$ cat src/sv/fpmsd_pkg.sv
package fpmsd_pkg;

    localparam int SAMPLE_W = 16;
    localparam int ORDER_W  = 8;
    localparam int BSIZE_W  = 16;
    localparam int TOTAL_W  = 32;
    localparam int CFG_W    = 32;
    localparam int CFG_IDX_W = 2;

    typedef logic signed [SAMPLE_W-1:0] t_sample;
    typedef logic [ORDER_W-1:0]         t_order;
    typedef logic [BSIZE_W-1:0]         t_bsize;
    typedef logic [TOTAL_W-1:0]         t_total;
    typedef logic [CFG_IDX_W-1:0]       t_cfg_idx;

    localparam t_cfg_idx CFG_ORDER = 2'd0;
    localparam t_cfg_idx CFG_BSIZE = 2'd1;
    localparam t_cfg_idx CFG_TOTAL = 2'd2;

    localparam t_order ORD_ZERO  = 8'd0;
    localparam t_order ORD_LIN   = 8'd2;
    localparam t_order ORD_QUAD  = 8'd3;

    localparam t_order RST_ORDER = 8'd2;
    localparam t_bsize RST_BSIZE = 16'd4096;
    localparam t_total RST_TOTAL = 32'hFFFF_FFFF;

    typedef struct packed {
        logic live;
        logic warm;
        logic blast;
        logic slast;
    } t_ctrl;

endpackage

$ cat src/sv/fpmsd_predictor.sv
module fpmsd_predictor (
    input  logic              i_clk,
    input  logic              i_rst_n,
    input  fpmsd_pkg::t_sample i_code,
    input  logic              i_warm,
    input  fpmsd_pkg::t_order  i_order,
    input  logic              i_update,
    output fpmsd_pkg::t_sample o_sample
);
    import fpmsd_pkg::*;

    logic [SAMPLE_W-1:0] r_hist_a, r_hist_b, r_hist_c;
    logic [SAMPLE_W-1:0] pred;
    logic [SAMPLE_W-1:0] sample;

    always_comb begin
        case (i_order)
            ORD_ZERO: pred = '0;
            ORD_LIN:  pred = (r_hist_a << 1) - r_hist_b;
            ORD_QUAD: pred = (r_hist_a << 1) + r_hist_a - (r_hist_b << 1) - r_hist_b + r_hist_c;
            default:  pred = r_hist_a;
        endcase
    end

    assign sample   = i_warm ? i_code : pred + i_code;
    assign o_sample = sample;

    always_ff @(posedge i_clk) begin
        if (!i_rst_n) begin
            r_hist_a <= '0;
            r_hist_b <= '0;
            r_hist_c <= '0;
        end else if (i_update) begin
            r_hist_c <= r_hist_b;
            r_hist_b <= r_hist_a;
            r_hist_a <= sample;
        end
    end

endmodule

$ cat src/sv/fpmsd_control.sv
module fpmsd_control (
    input  logic                i_clk,
    input  logic                i_rst_n,
    input  logic                i_cfg_we,
    input  fpmsd_pkg::t_cfg_idx  i_cfg_index,
    input  logic [fpmsd_pkg::CFG_W-1:0] i_cfg_data,
    input  logic                i_advance,
    output fpmsd_pkg::t_order    o_order,
    output fpmsd_pkg::t_ctrl     o_ctrl
);
    import fpmsd_pkg::*;

    t_order r_order;
    t_bsize r_bsize;
    t_bsize r_frame;
    t_total r_left;

    logic [ORDER_W-1:0] warm_len;
    logic [BSIZE_W:0]   frame_inc;
    logic [BSIZE_W:0]   bsize_eff;
    logic               live;
    logic               slast;
    logic               blast;

    assign warm_len  = (r_order == ORD_ZERO) ? ORDER_W'(1) : r_order;
    assign frame_inc = {1'b0, r_frame} + (BSIZE_W+1)'(1);
    assign bsize_eff = {(r_bsize == '0), r_bsize};
    assign live      = (r_left != '0);
    assign slast     = (r_left == TOTAL_W'(1));
    assign blast     = slast || (frame_inc >= bsize_eff);

    assign o_order      = r_order;
    assign o_ctrl.live  = live;
    assign o_ctrl.warm  = ({1'b0, r_frame} < (BSIZE_W+1)'(warm_len));
    assign o_ctrl.blast = blast;
    assign o_ctrl.slast = slast;

    always_ff @(posedge i_clk) begin
        if (!i_rst_n) begin
            r_order <= RST_ORDER;
            r_bsize <= RST_BSIZE;
            r_frame <= '0;
            r_left  <= RST_TOTAL;
        end else if (i_cfg_we) begin
            unique case (i_cfg_index)
                CFG_ORDER: r_order <= i_cfg_data[ORDER_W-1:0];
                CFG_BSIZE: r_bsize <= i_cfg_data[BSIZE_W-1:0];
                CFG_TOTAL: begin
                    r_left  <= i_cfg_data[TOTAL_W-1:0];
                    r_frame <= '0;
                end
                default: ;
            endcase
        end else if (i_advance && live) begin
            r_left  <= r_left - TOTAL_W'(1);
            r_frame <= blast ? '0 : frame_inc[BSIZE_W-1:0];
        end
    end

endmodule

$ cat src/sv/fixed_predictor_mid_side_decoder_unit.sv
// An accepted item is held in the input register until the result register is free, then registered there.
// Throughput: one item per cycle unless the output stalls; history update and mid/side math fit between registers.
// Items that arrive after the stream has ended are taken and dropped without a result.
// Reset (synchronous, active low) restores order 2, block size 4096, 4294967295 frames,
// clears the sample history and the frame count, and empties both registers.
module fixed_predictor_mid_side_decoder_unit (
    input  logic                          i_clk,
    input  logic                          i_rst_n,
    input  logic                          i_in_valid,
    output logic                          o_in_ready,
    input  fpmsd_pkg::t_sample             i_mid_code,
    input  fpmsd_pkg::t_sample             i_side_code,
    output logic                          o_out_valid,
    input  logic                          i_out_ready,
    output fpmsd_pkg::t_sample             o_left_sample,
    output fpmsd_pkg::t_sample             o_right_sample,
    output logic                          o_block_last,
    output logic                          o_stream_last,
    input  logic                          i_cfg_we,
    input  fpmsd_pkg::t_cfg_idx            i_cfg_index,
    input  logic [fpmsd_pkg::CFG_W-1:0]    i_cfg_data
);
    import fpmsd_pkg::*;

    logic    r_in_valid;
    t_sample r_mid_code, r_side_code;
    logic    r_out_valid;
    t_sample r_left, r_right;
    logic    r_blast, r_slast;

    t_order  order;
    t_ctrl   ctrl;
    logic    advance;
    logic    load;
    t_sample mid, side;
    logic signed [SAMPLE_W:0] side_ext;
    logic signed [SAMPLE_W:0] side_up;
    logic signed [SAMPLE_W:0] side_dn;
    logic signed [SAMPLE_W:0] mid_ext;
    logic signed [SAMPLE_W:0] left_sum;
    logic signed [SAMPLE_W:0] right_sum;

    assign advance    = r_in_valid && (!ctrl.live || !r_out_valid || i_out_ready);
    assign load       = advance && ctrl.live;
    assign o_in_ready = !r_in_valid || advance;

    fpmsd_control u_control (
        .i_clk       (i_clk),
        .i_rst_n     (i_rst_n),
        .i_cfg_we    (i_cfg_we),
        .i_cfg_index (i_cfg_index),
        .i_cfg_data  (i_cfg_data),
        .i_advance   (advance),
        .o_order     (order),
        .o_ctrl      (ctrl)
    );

    fpmsd_predictor u_mid (
        .i_clk    (i_clk),
        .i_rst_n  (i_rst_n),
        .i_code   (r_mid_code),
        .i_warm   (ctrl.warm),
        .i_order  (order),
        .i_update (load),
        .o_sample (mid)
    );

    fpmsd_predictor u_side (
        .i_clk    (i_clk),
        .i_rst_n  (i_rst_n),
        .i_code   (r_side_code),
        .i_warm   (ctrl.warm),
        .i_order  (order),
        .i_update (load),
        .o_sample (side)
    );

    assign side_ext  = {side[SAMPLE_W-1], side};
    assign mid_ext   = {mid[SAMPLE_W-1], mid};
    assign side_up   = (side_ext + (SAMPLE_W+1)'(1)) >>> 1;
    assign side_dn   = side_ext >>> 1;
    assign left_sum  = mid_ext + side_up;
    assign right_sum = mid_ext - side_dn;

    always_ff @(posedge i_clk) begin
        if (!i_rst_n) begin
            r_in_valid <= 1'b0;
        end else if (o_in_ready) begin
            r_in_valid <= i_in_valid;
        end
    end

    always_ff @(posedge i_clk) begin
        if (o_in_ready && i_in_valid) begin
            r_mid_code  <= i_mid_code;
            r_side_code <= i_side_code;
        end
    end

    always_ff @(posedge i_clk) begin
        if (!i_rst_n) begin
            r_out_valid <= 1'b0;
        end else if (load) begin
            r_out_valid <= 1'b1;
        end else if (i_out_ready) begin
            r_out_valid <= 1'b0;
        end
    end

    always_ff @(posedge i_clk) begin
        if (load) begin
            r_left  <= left_sum[SAMPLE_W-1:0];
            r_right <= right_sum[SAMPLE_W-1:0];
            r_blast <= ctrl.blast;
            r_slast <= ctrl.slast;
        end
    end

    assign o_out_valid    = r_out_valid;
    assign o_left_sample  = r_left;
    assign o_right_sample = r_right;
    assign o_block_last   = r_blast;
    assign o_stream_last  = r_slast;

    a_load_room: assert property (@(posedge i_clk) disable iff (!i_rst_n)
        load |-> (!r_out_valid || i_out_ready))
        else $error("result register overwritten while holding an item");

    a_stream_ends_block: assert property (@(posedge i_clk) disable iff (!i_rst_n)
        (r_out_valid && r_slast) |-> r_blast)
        else $error("stream end without block end");

    a_stall_input: assert property (@(posedge i_clk) disable iff (!i_rst_n)
        !o_in_ready |-> (r_in_valid && ctrl.live && r_out_valid && !i_out_ready))
        else $error("input stalled without a blocked item");

    a_after_stream_end: assert property (@(posedge i_clk) disable iff (!i_rst_n)
        (load && ctrl.slast && !i_cfg_we) |=> !ctrl.live)
        else $error("frames remain after the final item");

endmodule
$ cat config.mk
export PLATFORM = sky130hd
export DESIGN_NAME = fixed_predictor_mid_side_decoder_unit
export DESIGN_NICKNAME = d
export VERILOG_FILES = /design/src/sv/fpmsd_pkg.sv /design/src/sv/fpmsd_predictor.sv /design/src/sv/fpmsd_control.sv /design/src/sv/fixed_predictor_mid_side_decoder_unit.sv
export SDC_FILE = /design/constraint.sdc
export NUM_CORES = 1
export LEC_CHECK = 0
export ABC_AREA = 1
export BUFFER_PORTS_ARGS = -buffer_cell sky130_fd_sc_hd__buf_2
export CORE_MARGIN = 4
export CORE_UTILIZATION = 44
export DETAILED_ROUTE_END_ITERATION = 12
export PLACE_DENSITY = 0.67
export SYNTH_ARGS = -nofsm -noshare
export SYNTH_HDL_FRONTEND = slang
export SYNTH_SLANG_ARGS = --single-unit
export TNS_END_PERCENT = 100
$ cat constraint.sdc
create_clock -name i_clk -period 7.7 [get_ports i_clk]
set_input_delay 1.155 -clock i_clk [delete_from_list [all_inputs] [get_ports i_clk]]
set_output_delay 1.155 -clock i_clk [all_outputs]
set_load 0.02 [all_outputs]
# Word level (Yosys, flattened, before mapping)

Cells that the tools add are included.

Flip-flop bits (word level): 236
Bits in latches: 0
RAM bits: 0
Bits in read-only memories: 0
Word-level logic and storage cells: 76
Memories kept: 0

Add/sub/neg operators: 17
$mul: 0
Div/mod/pow operators: 0
$lt $le $gt $ge: 2
Equality and inequality tests: 6
Shifts and indexed selects: 0
Mux-type cells: 14
Bitwise gates (word level): 0
Reduce and logical (&&, ||, !) cells: 19

Operators by type and width:

| operator                | number |
|---|---|
| $add A16 B16 Y16        | 7 |
| $mux W16                | 6 |
| $mux W32                | 3 |
| $pmux W16 S3            | 2 |
| $sub A16 B16 Y16        | 6 |
| $eq A32 B1 Y1 const B   | 1 |
| $reduce_bool A32 Y1     | 1 |
| $sub A32 B1 Y32 const B | 1 |
| $add A16 B1 Y17 const B | 1 |
| $add A16 B2 Y17 const B | 1 |
| $ge A17 B17 Y1          | 1 |
| $eq A8 B2 Y1 const B    | 2 |
| $logic_not A16 Y1       | 1 |
| $lt A16 B8 Y1           | 1 |
| $sub A16 B15 Y16        | 1 |
| $logic_not A8 Y1        | 1 |
| $mux W8                 | 1 |
| $reduce_and A2 Y1       | 3 |
| $logic_or A1 B1 Y1      | 4 |
| $reduce_bool A2 Y1      | 2 |
| $logic_and A1 B1 Y1     | 3 |
| $logic_not A1 Y1        | 3 |
| $eq A2 B1 Y1 const B    | 1 |
| $eq A2 B2 Y1 const B    | 1 |
| other kinds (3)         | 4 |

# Depth between registers and ports, before layout

Depth after elaboration: 9
Gate-level depth with buffers: 49
Gate-level depth less buffers: 49

# Cells and area by module

A second synthesis with hierarchy kept.

Cells, all modules: 3051
Area total of the unflattened synthesis: 21060.2 um2

By module, submodules not included:

| module                                | instances | cells an instance | area an instance (um2) | seq. area each (um2) |
|---|---|---|---|---|
| fpmsd_predictor (u_mid)               | 1         | 878               | 5873.1                 | 960.9 |
| fpmsd_predictor (u_side)              | 1         | 861               | 5790.6                 | 960.9 |
| fpmsd_control                         | 1         | 814               | 5119.9                 | 1441.4 |
| fixed_predictor_mid_side_decoder_unit | 1         | 498               | 4276.6                 | 2021.9 |

# Worst setup path after synthesis

OpenSTA, ideal clock, no wires.

Kind: reg2reg
Start point: reg u_side.r_hist_c[3]
End point: reg r_left[15] (netlist: o_left_sample[15]), data pin
Arrival time: 6107 ps
Data required time: 7447 ps
Setup slack: 1340 ps
Cell stages (with the launch flop): 45
Period minus slack after synthesis: 6360 ps
Cells stage by stage: dfxtp_1 -> inv_1 -> fa_1 -> inv_1 -> fa_1 -> inv_1 -> fa_1 -> inv_1 -> ha_1 -> a21oi_1 -> nand2_1 -> nand2_1 -> nand2_1 -> a21oi_1 -> nor2_1 -> nor2_1 -> o21bai_1 -> nand2_1 -> [9 not listed] -> a21oi_1 -> a21boi_0 -> nand3_1 -> xnor2_1 -> nand2_1 -> o21ai_1 -> or2_1 -> o21ai_1 -> inv_1 -> ha_1 -> nand2_1 -> nor2_1 -> a211oi_1 -> o221ai_1 -> a31oi_1 -> inv_1 -> nand3_1 -> nand2_1

Longest elaborated chain between the ends: 6

RTL lines:

| what                   | line                                         | RTL |
|---|---|---|
| from (decl)            | fpmsd_predictor.sv:12                        | `logic [SAMPLE_W-1:0] r_hist_a, r_hist_b, r_hist_c;` |
| from (signal assigned) | fpmsd_predictor.sv:34                        | `r_hist_c <= r_hist_b;` |
| $add A16 B16 Y16       | fpmsd_predictor.sv:20                        | `ORD_QUAD: pred = (r_hist_a << 1) + r_hist_a - (r_hist_b << 1) - r_hist_b + r_hist_c;` |
| $pmux W16 S3           | fpmsd_predictor.sv:17                        | `case (i_order)` |
| $add A16 B16 Y16       | fpmsd_predictor.sv:25                        | `assign sample = i_warm ? i_code : pred + i_code;` |
| $mux W16               | fpmsd_predictor.sv:25                        |  |
| $add A16 B2 Y17        | fixed_predictor_mid_side_decoder_unit.sv:80  | `assign side_up = (side_ext + (SAMPLE_W+1)'(1)) >>> 1;` |
| $add A16 B16 Y16       | fixed_predictor_mid_side_decoder_unit.sv:82  | `assign left_sum = mid_ext + side_up;` |
| net left_sum[15]       | fixed_predictor_mid_side_decoder_unit.sv:40  | `logic signed [SAMPLE_W:0] left_sum;` |
| to (signal assigned)   | fixed_predictor_mid_side_decoder_unit.sv:112 | `r_left <= left_sum[SAMPLE_W-1:0];` |
| to (decl)              | fixed_predictor_mid_side_decoder_unit.sv:28  | `t_sample r_left, r_right;` |

The timed path passes the listed nets, and every way through them passes these cells.
A chain may end at the register's enable or synchronous reset.

# Worst setup path after layout

Start point: reg u_mid.r_hist_b[1]
End point: reg r_left[13] (netlist: o_left_sample[13]), data pin

Longest elaborated chain between the ends: 7
Elaborated cells on any way between the ends: 8
Classes of those cells: 6 x add/sub; 2 x mux

RTL lines:

| what                          | line                                        | RTL |
|---|---|---|
| from (decl)                   | fpmsd_predictor.sv:12                       |  |
| from (signal assigned)        | fpmsd_predictor.sv:35                       | `r_hist_b <= r_hist_a;` |
| $sub A16 B16 Y16 (2 in a row) | fpmsd_predictor.sv:20                       |  |
| $add A16 B16 Y16              | fpmsd_predictor.sv:20                       |  |
| $pmux W16 S3 *                | fpmsd_predictor.sv:17                       |  |
| $add A16 B16 Y16 *            | fpmsd_predictor.sv:25                       |  |
| $mux W16 *                    | fpmsd_predictor.sv:25                       |  |
| net mid[6]                    | fixed_predictor_mid_side_decoder_unit.sv:35 | `t_sample mid, side;` |
| $add A16 B16 Y16 *            | fixed_predictor_mid_side_decoder_unit.sv:82 |  |
| net left_sum[13]              | fixed_predictor_mid_side_decoder_unit.sv:40 |  |

Mark *: on every way through the listed nets, which the timed path passes. The rest lies on a longest branch.

==> results by stage <==
Route:
- Across all layers, the routed design uses 16481 vias.
- The final layout contains routed wiring with a total length of around 51 mm.
- The average wire length per cell after detail routing is between 15 and 20 µm.
- The number of antenna-violating nets in the routed design is 0.
- After detailed routing, the number of vias per cell comes to between 5 and 6.
- For this run, design rule violations remaining after detail routing come to 0.
- The initial DRC count is between 1000 and 1500.
- The first-pass detailed-route iteration total is 5.

Worst setup path:
- The worst flop-to-flop path startpoint is u_mid.r_hist_b[1].
- The buffering stage count on the worst path with inverters included is 2.
- The category of the worst setup path launch point is a flip-flop.
- The maximum cell stage delay along the critical path is 0.55 ns.
- Grouping stages by cell kind, the critical path spends the most delay in compound AO/OA/AOI/OAI gates.
- The first element of the critical path is u_mid.r_hist_b[1].
- The nature of the critical path endpoint is a flip-flop.
- The cell type of the slowest stage on the worst timing path is sky130_fd_sc_hd__fa_1.
- The critical path data required time is about 8.0 ns.
- The worst register-to-register path has a setup slack of roughly 0.65 ns.
- For the worst setup path, the data arrival time is approximately 7.4 ns.
- The critical path crosses 25 cells after its start point.
- In this run the critical register-to-register path is captured at o_left_sample[13].
- Of all nets on the critical path, the largest fanout is 4.
- By startpoint and endpoint, the worst setup path is classified as flip-flop to flip-flop.
- The number of cells on the worst reg-to-reg path is 25.
- The critical path ends at o_left_sample[13].

Logic synthesis:
- The synthesized area divided by synthesized cell count is 7.61 µm².
- The share of the yosys chip area belonging to registers is 0.287.
- The count of mapped cells out of synthesis is roughly 2500.
- The post-synth design cell area is 18800 µm².
- Counting distinct cell types in the post-synthesis netlist gives 61.
- Counting flops with a built-in enable in the synthesized netlist gives 66.
- The synthesized design contains between 200 and 250 register bits.
- The total nets after synthesis is about 2800.
- After synthesis, the share of flip-flops with an asynchronous set or reset is 0.
- Among all flip-flop cells after synthesis, the most frequent one is sky130_fd_sc_hd__dfxtp_1.
- For this run, the number of Yosys warnings is 0.

Placed design:
- The count of input and output buffers is around 110.
- After legalization and detailed placement, the total HPWL measured 38.1 mm.
- The number of cells in the design after placement is between 3000 and 4000.
- The congestion estimate from routability-driven global placement came to 0.926.

CTS:
- TritonCTS built the clock tree.
- The total number of H-tree levels is 1.
- Clock latency on the worst-skew pair, taken at its later pin, is 0.59 ns.
- Clock-pin slew was measured on the worst setup and hold paths at ~0.06 ns.
- The root buffer cell chosen for the clock tree is sky130_fd_sc_hd__clkbuf_16.
- The sink count of the clock tree is between 200 and 250.
- For this design, the CTS-stage hold fixing added 0 buffers.
- The number of buffers added by the clock tree synthesis step is 29.
- The buffer levels on the longest clock path is 3.

Global routing:
- The number of global-route vias before repair is 16430.
- The number of antenna violations at the first check in global routing is 1.
- The global-route usage over all layers is 0.218.
- The overall overflow remaining after global route is 0.
- The maximum number of pins on one net before global-route repair is 97.
- The global-route wire length before repair is roughly 83 mm.

Die:
- The area of the die is ~46000 µm².
- Measured along the y axis, the die boundary spans approximately 210 µm.
- Measured along the x axis, the die boundary spans 214 µm.
- The core outline area is 42000 µm².
- The count of standard-cell rows is between 70 and 80.
- The starting density of the core is 0.446.
- approximately 110 I/O pins were placed.

STA:
- Based on the critical path, the design can be clocked at up to around 0.14 GHz.
- The minimum clock period after layout is 7.05 ns.
- After routing, the total negative slack on setup checks comes to 0 ns.
- The post-route worst hold slack is 0.465 ns.
- The ratio of final minimum period to clock period is 0.915.
- The final max-slew violation count is 0.
- The clock arrives with about 0.011 ns of skew.
- The worst pin sits at a relative slew slack of 0.231.
- Setup repair after global routing left no endpoint under its margin.
- The final-report setup violation count is 0.
- The count of final hold-check violations is 0.
- The slew at the pin closest to its max-slew limit is 1.15 ns.

Cells and area:
- The repair_antennas step left the layout with diodes totalling 0.
- The relative area change from synthesis to final layout is 10.6%.
- The most flop-heavy register is u_control.r_left.
- The filler-free cell count of the finished design is around 3100.
- For this run, the share of the core covered by cells in the final layout is 0.494.
- The library cell used most frequently in the layout, excluding fill and tap cells, is sky130_fd_sc_hd__inv_1.
- The register with the most flip-flops in the layout has 32 of them.
- The number of nets in the finished design is between 2000 and 3000.
- Leaving out fill and tap cells, the most frequent cells in the layout are sky130_fd_sc_hd__inv_1 (418), sky130_fd_sc_hd__nand2_1 (388), sky130_fd_sc_hd__a21oi_1 (265).
- In the final layout, the share of cells above drive strength 1 is 0.0947.

Run status:
- The flow ran to the end, and the final reports show no timing, DRC or antenna violations.

Power and ir drop:
- The design draws between 5 and 6 mW.
- In this run the power density over the cells is ~250 nW/µm².
- The peak supply drop is about 180 µV.
- The standby leakage power is slightly below 10 nW.

Flow run:
- The number of max-capacitance violations reported is 0.

Min path:
- The path class of the tightest hold or removal check is flip-flop to flip-flop.
==> per-stage QoR <==
stage / area [µm²] / setup WS [ns]
final: 20700 / 0.651
after CTS: 20700 / 0.598
after floorplan: 18800 / 1.34
after detailed placement: 19700 / 0.631
after global routing: 20700 / 0.0181
after global placement: 19700 / 0.783
==> final cells by class <==
class | instances | area (µm²)
Fill cell | 4186 | 21300
Sequential cell | 236 | 5390
Tap cell | 539 | 674
Timing Repair Buffer | 118 | 623
Clock inverter | 22 | 255
Inverter | 428 | 1610
Multi-Input combinational cell | 1729 | 11500
Clock buffer | 32 | 737
==> cells in the mapped netlist (7+ instances only) <==
library cell               instances  share of area
sky130_fd_sc_hd__xor2_1           63          0.029
sky130_fd_sc_hd__dfxtp_1         170           0.18
sky130_fd_sc_hd__nor3_1           36         0.0096
sky130_fd_sc_hd__inv_1           420          0.084
sky130_fd_sc_hd__fa_1             92          0.098
sky130_fd_sc_hd__nor2_2            8         0.0027
sky130_fd_sc_hd__nand2_2          13         0.0043
sky130_fd_sc_hd__edfxtp_1         66           0.11
sky130_fd_sc_hd__or2_2            12         0.0040
sky130_fd_sc_hd__ha_1            153           0.10
sky130_fd_sc_hd__nand4_1          16         0.0053
sky130_fd_sc_hd__xnor2_1          32          0.015
sky130_fd_sc_hd__nand2_1         389          0.078
sky130_fd_sc_hd__clkbuf_1         50          0.010
sky130_fd_sc_hd__a31oi_1          13         0.0043
sky130_fd_sc_hd__nor2_1          147          0.029
sky130_fd_sc_hd__a21oi_1         266          0.071
sky130_fd_sc_hd__buf_6             7         0.0042
sky130_fd_sc_hd__o211ai_1         30          0.012
sky130_fd_sc_hd__o221ai_1         17         0.0079
sky130_fd_sc_hd__nand3_1         107          0.029
sky130_fd_sc_hd__buf_2            11         0.0029
sky130_fd_sc_hd__o21ai_0         231          0.062
sky130_fd_sc_hd__o21ai_1          14         0.0037
==> layer usage <==
layer  wire, µm  track usage  up-vias
met2      23600        0.370      405
li1           -            -     8322
met4       1720       0.0674        0
met1      22800        0.288     7658
met3       2440       0.0326       96
met5          0            0        -
==> kinds of logic (layout without fill, tap and decap cells) <==
group	after synthesis	after routing	share of synthesized area
AO/OA/AOI/OAI	625	625	0.185
XOR/XNOR	95	95	0.0444
adder cells (fa/ha/maj)	245	245	0.200
buffers and inverters	499	600	0.103
flip-flops	236	236	0.287
multiplexers	1	1	0.000600
AND/OR/NAND/NOR	763	763	0.179
==> worst reg2reg max path: cells and delay by family (launching register included) <==
| kind | cells | cell delay [ns] |
|---|---|---|
| xor+xnor | 2 | 0.18 |
| flops | 1 | 0.34 |
| simple gates | 3 | 0.42 |
| compound gates | 12 | 3.04 |
| fa+ha+maj | 6 | 2.62 |
| buf+inv | 2 | 0.19 |
==> how the worst min path moves through the flow <==
stage | depth (start not counted) | from | end
after floorplan | 2 | u_mid.r_hist_c[0] | u_mid.r_hist_c[0]
after global placement | 2 | u_mid.r_hist_c[0] | u_mid.r_hist_c[0]
after detailed placement | 2 | u_side.r_hist_c[0] | u_side.r_hist_c[0]
after CTS | 2 | u_side.r_hist_c[0] | u_side.r_hist_c[0]
after global routing | 2 | u_side.r_hist_c[0] | u_side.r_hist_c[0]
final | 2 | u_mid.r_hist_c[0] | u_mid.r_hist_c[0]
==> timing repair <==
action,in CTS,in global routing
buffers inserted,0,1
resized for setup,0,8
endpoints found under the setup margin,0,1
==> power breakdown <==
group / internal [mW] / switching [mW]
clock network: 0.860 / 0.581
registers: 1.39 / 0.0792
logic: 0.858 / 1.44
total: 3.11 / 2.10
Power figures use the tool's default switching activity.
